===== config.mk =====
export PLATFORM = sky130hd
export DESIGN_NAME = pn2d_fade
export DESIGN_NICKNAME = d
export VERILOG_FILES = /design/src/hdl/pn2d_pkg.sv /design/src/hdl/pn2d_fade.sv
export SDC_FILE = /design/constraint.sdc
export NUM_CORES = 2
export LEC_CHECK = 0
export ABC_AREA = 1
export BUFFER_PORTS_ARGS = -buffer_cell sky130_fd_sc_hd__buf_2
export CORE_MARGIN = 8
export CORE_UTILIZATION = 68
export CTS_CLUSTER_SIZE = 20
export DETAILED_ROUTE_END_ITERATION = 8
export PLACE_DENSITY = 0.85
export SLEW_MARGIN = 20
export SYNTH_ARGS = -nofsm -noshare
export SYNTH_HDL_FRONTEND = slang
export SYNTH_SLANG_ARGS = --single-unit

===== constraint.sdc =====
create_clock -name clock -period 7.5 [get_ports clock]
set_input_delay 0.75 -clock clock [delete_from_list [all_inputs] [get_ports clock]]
set_output_delay 0.75 -clock clock [all_outputs]
set_load 0.02 [all_outputs]

===== src/hdl/pn2d_pkg.sv =====
package pn2d_pkg;

   localparam int QF              = 24;
   localparam int COORD_FRAC_BITS = 8;
   localparam int OUT_FRAC_BITS   = 16;
   localparam int AW              = 8;
   localparam int DW              = 29;
   localparam int OUT_W           = 18;

   localparam logic [DW-1:0] QONE    = DW'(1) << QF;
   localparam int            OUT_MAX = 131071;
   localparam int            OUT_MIN = -131072;

   localparam logic OP_LOAD = 1'b0;
   localparam logic OP_EVAL = 1'b1;

   localparam logic [1:0] GR_PP = 2'd0;
   localparam logic [1:0] GR_NP = 2'd1;
   localparam logic [1:0] GR_PN = 2'd2;
   localparam logic [1:0] GR_NN = 2'd3;

   typedef struct packed {
      logic          we;
      logic [AW-1:0] addr;
      logic [7:0]    data;
   } wr_type;

   // unsigned Q24 product, rounded half up
   function automatic logic [31:0] mul_u(input logic [27:0] a, input logic [27:0] b);
      logic [55:0] p;
      p = 56'(a) * 56'(b) + (56'(1) << (QF - 1));
      return p[QF+31:QF];
   endfunction

   // signed times unsigned Q24, rounded half away from zero
   function automatic logic signed [DW-1:0] mul_s(input logic signed [DW-1:0] a,
                                                  input logic [24:0] t);
      logic          neg;
      logic [DW-1:0] mag;
      logic [31:0]   r;
      neg = a[DW-1];
      mag = neg ? DW'(-a) : DW'(a);
      r   = mul_u(mag[27:0], {3'b000, t});
      return neg ? -$signed(r[DW-1:0]) : $signed(r[DW-1:0]);
   endfunction

   function automatic logic signed [DW-1:0] grad(input logic [1:0] h,
                                                 input logic signed [DW-1:0] dx,
                                                 input logic signed [DW-1:0] dy);
      logic signed [DW-1:0] g;
      unique case (h)
         GR_PP: g = dx + dy;
         GR_NP: g = dy - dx;
         GR_PN: g = dx - dy;
         GR_NN: g = -dx - dy;
         default: g = '0;
      endcase
      return g;
   endfunction

endpackage


===== src/hdl/pn2d_fade.sv =====
module pn2d_fade (
   input  logic        clock,
   input  logic        en,
   input  logic [23:0] t,
   output logic [24:0] fade
);

   logic [24:0] t2_ff, t1_ff, t3_ff, fade_ff;
   logic [27:0] poly_ff;
   logic [31:0] t2_in, t3_in, fade_in;
   logic [28:0] poly_in;

   always_comb begin
      t2_in   = pn2d_pkg::mul_u({4'd0, t}, {4'd0, t});
      t3_in   = pn2d_pkg::mul_u({3'd0, t2_ff}, {3'd0, t1_ff});
      // 6t^2 - 15t + 10, always positive on [0,1)
      poly_in = 29'(t2_ff) * 29'd6 + (29'd10 << pn2d_pkg::QF) - 29'(t1_ff) * 29'd15;
      fade_in = pn2d_pkg::mul_u({3'd0, t3_ff}, poly_ff);
   end

   always_ff @(posedge clock) begin
      if (en) begin
         t2_ff   <= t2_in[24:0];
         t1_ff   <= {1'b0, t};
         t3_ff   <= t3_in[24:0];
         poly_ff <= poly_in[27:0];
         fade_ff <= fade_in[24:0];
      end
   end

   assign fade = fade_ff;

endmodule


Word level (Yosys, flattened, before mapping)

Index checks and enable logic that the tools add are counted.

Add/sub/neg operators: 5
$mul: 5

Operators by type and width:

| kind                     | count |
|---|---|
| $add A49 B24 Y49 const B | 2 |
| $add A48 B24 Y49 const B | 1 |
| $mul A25 B24 Y49         | 1 |
| $mul A25 B28 Y49         | 1 |
| $mul A24 B24 Y48         | 1 |
| $add A28 B28 Y28 const B | 1 |
| $mul A24 B4 Y28 const B  | 1 |
| $sub A28 B28 Y28         | 1 |
| $mul A25 B2 Y27 const B  | 1 |

Bits in registers: 127
Word-level logic and storage cells: 15

Logic depth before layout (Yosys ltp)

Depth in word-level cells: 3
Depth in mapped cells: 32
Depth with buffers taken out: 31

Worst setup path after synthesis

Ideal clock, no wire load.

Kind: input -> register
Start point: input port t[21]
End point: register t2_ff[19], data pin
Setup time: 0.253 ns
Data arrival time: 6.190 ns
Required time: 7.247 ns
Slack: 1.057 ns
Stages: 27
Path buffers: 2
Cells stage by stage: clkbuf_1 -> clkbuf_1 -> nand2_1 -> inv_1 -> fa_1 -> fa_1 -> inv_1 -> fa_1 -> fa_1 -> inv_1 -> fa_1 -> fa_1 -> inv_1 -> fa_1 -> inv_1 -> ha_1 -> nand2_1 -> nor2_1 -> inv_1 -> nor2_1 -> nand3_1 -> inv_1 -> nand3_1 -> nand3_1 -> nand2_1 -> inv_1 -> nor2_1

Word-level cells in the longest chain between the ends: 2

Ends and longest elaborated chain:

| element                | line            | RTL |
|---|---|---|
| start: declaration     | pn2d_fade.sv:4  | `input logic [23:0] t,` |
| $mul A24 B24 Y48       | pn2d_pkg.sv:31  | `p = 56'(a) * 56'(b) + (56'(1) << (QF - 1));` |
| $add A48 B24 Y49       | pn2d_pkg.sv:31  |  |
| net t2_in[19]          | pn2d_fade.sv:10 | `logic [31:0] t2_in, t3_in, fade_in;` |
| end signal: assignment | pn2d_fade.sv:23 | `t2_ff <= t2_in[24:0];` |
| end: declaration       | pn2d_fade.sv:8  | `logic [24:0] t2_ff, t1_ff, t3_ff, fade_ff;` |

The timed path passes the listed nets, and every way through them passes these cells.
A chain may end at the register's enable or synchronous reset.

Worst setup path after layout

Start point: register t3_ff[10]
End point: register fade_ff[22] (netlist: fade[22]), data pin

Word-level cells in the longest chain between the ends: 2

Ends and longest elaborated chain:

| element                  | line            | RTL |
|---|---|---|
| start: declaration       | pn2d_fade.sv:8  |  |
| start signal: assignment | pn2d_fade.sv:25 | `t3_ff <= t3_in[24:0];` |
| $mul A25 B28 Y49         | pn2d_pkg.sv:31  |  |
| $add A49 B24 Y49         | pn2d_pkg.sv:31  |  |
| net fade_in[22]          | pn2d_fade.sv:10 |  |
| end signal: assignment   | pn2d_fade.sv:27 | `fade_ff <= fade_in[24:0];` |
| end: declaration         | pn2d_fade.sv:8  |  |

The timed path passes the listed nets, and every way through them passes these cells.

==> run summary <==
Outcome - finished clean
Fin crit share - 95.7%
Routed WL per cell - 18.8 um
Die Ht - 338 um
Initial antenna violation count - 1
Routability congestion estimate - 0.997
CP Launch Point - t3_ff[10]
Seq cells post-synth - 127
Minimum clock period - 7.18 ns
Critical Path End Type - flip-flop
Critical Path AT - 7.44 ns
Reg-to-reg slack, setup - 0.32 ns
Synth unique cells - 43
Gr usage total - 35.1%
DP Wirelength - 168000 um
Num Clock Sinks - 127
CTS Root Cell - clkbuf_16
Worst hold start - t[12]
Cell Area, Synth - 70700 um2
CP peak stage delay - 0.96 ns
Worst hold path type - in2reg
Critical-path top delay cell - edfxtp_1
End point of the critical path - fade[22]
DRT iter0 DRCs - 5233
Syn_area_per_cell - 7.81 um2
Router iterations before antenna repair - 6
CTS tree - built
Row cnt - 118
Global-route wire length before repair - 322000 um
Crit path top cell by count - fa_1
CP Launch Type - flip-flop
Critical path required time - 7.76 ns
Post-synth EDFFs - 127
Max-cap violations - 0
Post-Syn Instances - 9053
Vias in the first global route - 63000
DRC - 0
CTS clk-pin slew, worst paths - 0.08 ns
Die area - 115000 um2
Num CTS Buffers - 17
Post-CTS Hold Buffers - 0
R2R depth - 22
Post-Route Skew - 0.0197 ns
Clock tree buffer depth - 2
Crit. path cell count - 22
Synth Flop Type - edfxtp_1
Critical-path cell list - buf_4 > nand2_1 > fa_1 > fa_1 > inv_1 > fa_1 > fa_1 > fa_1 > fa_1 > inv_1 > fa_1 > inv_1 > ha_1 > nand2_1 > inv_1 > a21oi_1 > a21boi_0 > nor2_1 > o21ai_0 > nand3_1 > nand2_1 > nand2_1
Via count - 57200
Sequential share of the synthesized area - 5.40%
Max H-tree Level - 4
Core Area - 103000 um2
Final nets - 11300
Setup TNS - 0 ns
Worst slew pin tran - 1.16 ns
CP Class - reg2reg
Fin. max-slew vios - 0
Max Fclk - 139 MHz
Ant diodes - 0
DIE WIDTH - 338 um
Setup bufs post-CTS - 0
Initial Util - 68.4%
Total wire length - 195000 um
Vias per cell - 5.51
Hold Fails Final Rpt - 0
Largest net degree at the start of global routing - 79
Post_cts resized - 0
Post-route ant nets - 0
R2r endpoint - fade[22]
Most common cell after layout, fill and taps aside - inv_1
Commonest non-fill, non-tap cells in the layout - 2953 x inv_1, 2254 x nand2_1, 1587 x fa_1
Share of layout cells above drive strength 1 - 3.25%
RSZ-0062 raised after global routing - false
Worst-Skew Late Latency - 0.52 ns
Critical register-to-register path startpoint - t3_ff[10]
Async SR Flop Fraction - 0%
Crit-path leading delay family - adder cells
Synth warn - 0
Crit path max fanout - 17
Rel. slew slack - 22.6%
PortBufs - 50
Global route overflow - 0
Layout area overhead - 4.10%
Buf/Inv on CP - 5
Setup violations, final - 0
Net Count, Synth - 11300
Ports - 51
## kinds of logic (layout without fill, tap and decap cells)
group	count (synthesis)	count (layout)	share of synthesized area, %
buf+inv	3282	3227	17.4
simple gates	2847	2847	15.8
fa+ha+maj	2244	2244	56.6
compound gates	453	453	3.57
flops	127	127	5.40
xor+xnor	100	100	1.24
## sequential cells by signal, indices dropped and copies added (netlist names)
name,flops
poly_ff,28
t2_ff,25
fade,25
t3_ff,25
t1_ff,24
## cell type report
class	count	area (um2)
timing repair buffer	241	1800
tap	1380	1730
clock inverter	15	183
sequential	127	3810
multi-input combinational	5644	54500
inverter	2954	11100
clock buffer	17	425
fill	8029	29800
## synth_stat cells, types with 4 or more instances
master    number  area, um2
a21boi_0      13       97.6
buf_2          5       25.0
o21bai_1      39        293
nor2_1       343       1290
nand2_2        6       37.5
edfxtp_1     127       3810
buf_1         35        131
o21ai_1        7       35.0
ha_1         657       8220
nor4_1         7       43.8
xor2_1        65        569
a31oi_1       10       62.6
inv_1       2953      11100
a21oi_1      226       1130
nand3_1      137        686
xnor2_1       35        307
a21o_1        31        233
o21ai_0      117        586
nor3_1        31        155
nand4_1       51        319
nor3_2         4       40.0
clkbuf_1     287       1080
nand2_1     2254       8460
fa_1        1587      31800
## worst min-delay path by stage
stage | end | slack [ns] | cells after the start
2_1_floorplan | poly_ff[0] | 0.52 | 0
3_3_place_gp | poly_ff[0] | 1.04 | 2
3_5_place_dp | poly_ff[0] | 1.06 | 2
4_1_cts | t1_ff[12] | 0.66 | 1
5_1_grt | t1_ff[12] | 0.68 | 1
6_report | t1_ff[12] | 0.69 | 1
## worst reg2reg max path, cell delays in order, from the launching register on
cell and delay (ns):
edfxtp_1 0.96, buf_4 0.38, nand2_1 0.11, fa_1 0.54, fa_1 0.56, inv_1 0.06, fa_1 0.49, fa_1 0.57
fa_1 0.43, fa_1 0.49, inv_1 0.05, fa_1 0.49, inv_1 0.05, ha_1 0.31, nand2_1 0.13, inv_1 0.05
a21oi_1 0.22, a21boi_0 0.40, nor2_1 0.14, o21ai_0 0.26, nand3_1 0.11, nand2_1 0.07, nand2_1 0.05
## metal layers
metal  vias to the layer above  GRT usage, %  part of all wire, %
met1                     28000          47.3                   39
li1                      25400             -                    -
met5                         -             0                    0
met3                       665          7.16                   11
met2                      3189          56.2                   46
met4                         0          13.7                  4.2
## stage by stage
step           instance area (um2)  util, %  cells  setup slack, ns  hold slack [ns]
2_1_floorplan                70700        -   9053             1.06            0.522
3_3_place_gp                 73000     70.6  10300            0.289             1.04
6_report                     73600     71.2  10400            0.324            0.688
3_5_place_dp                 73000     70.6  10300            0.320             1.06
5_1_grt                      73600     71.2  10400            0.107            0.678
4_1_cts                      73600     71.2  10400            0.474            0.656
Power is not shown: default switching activity piles up to over one toggle a cycle in this logic, so the estimate is an artifact.
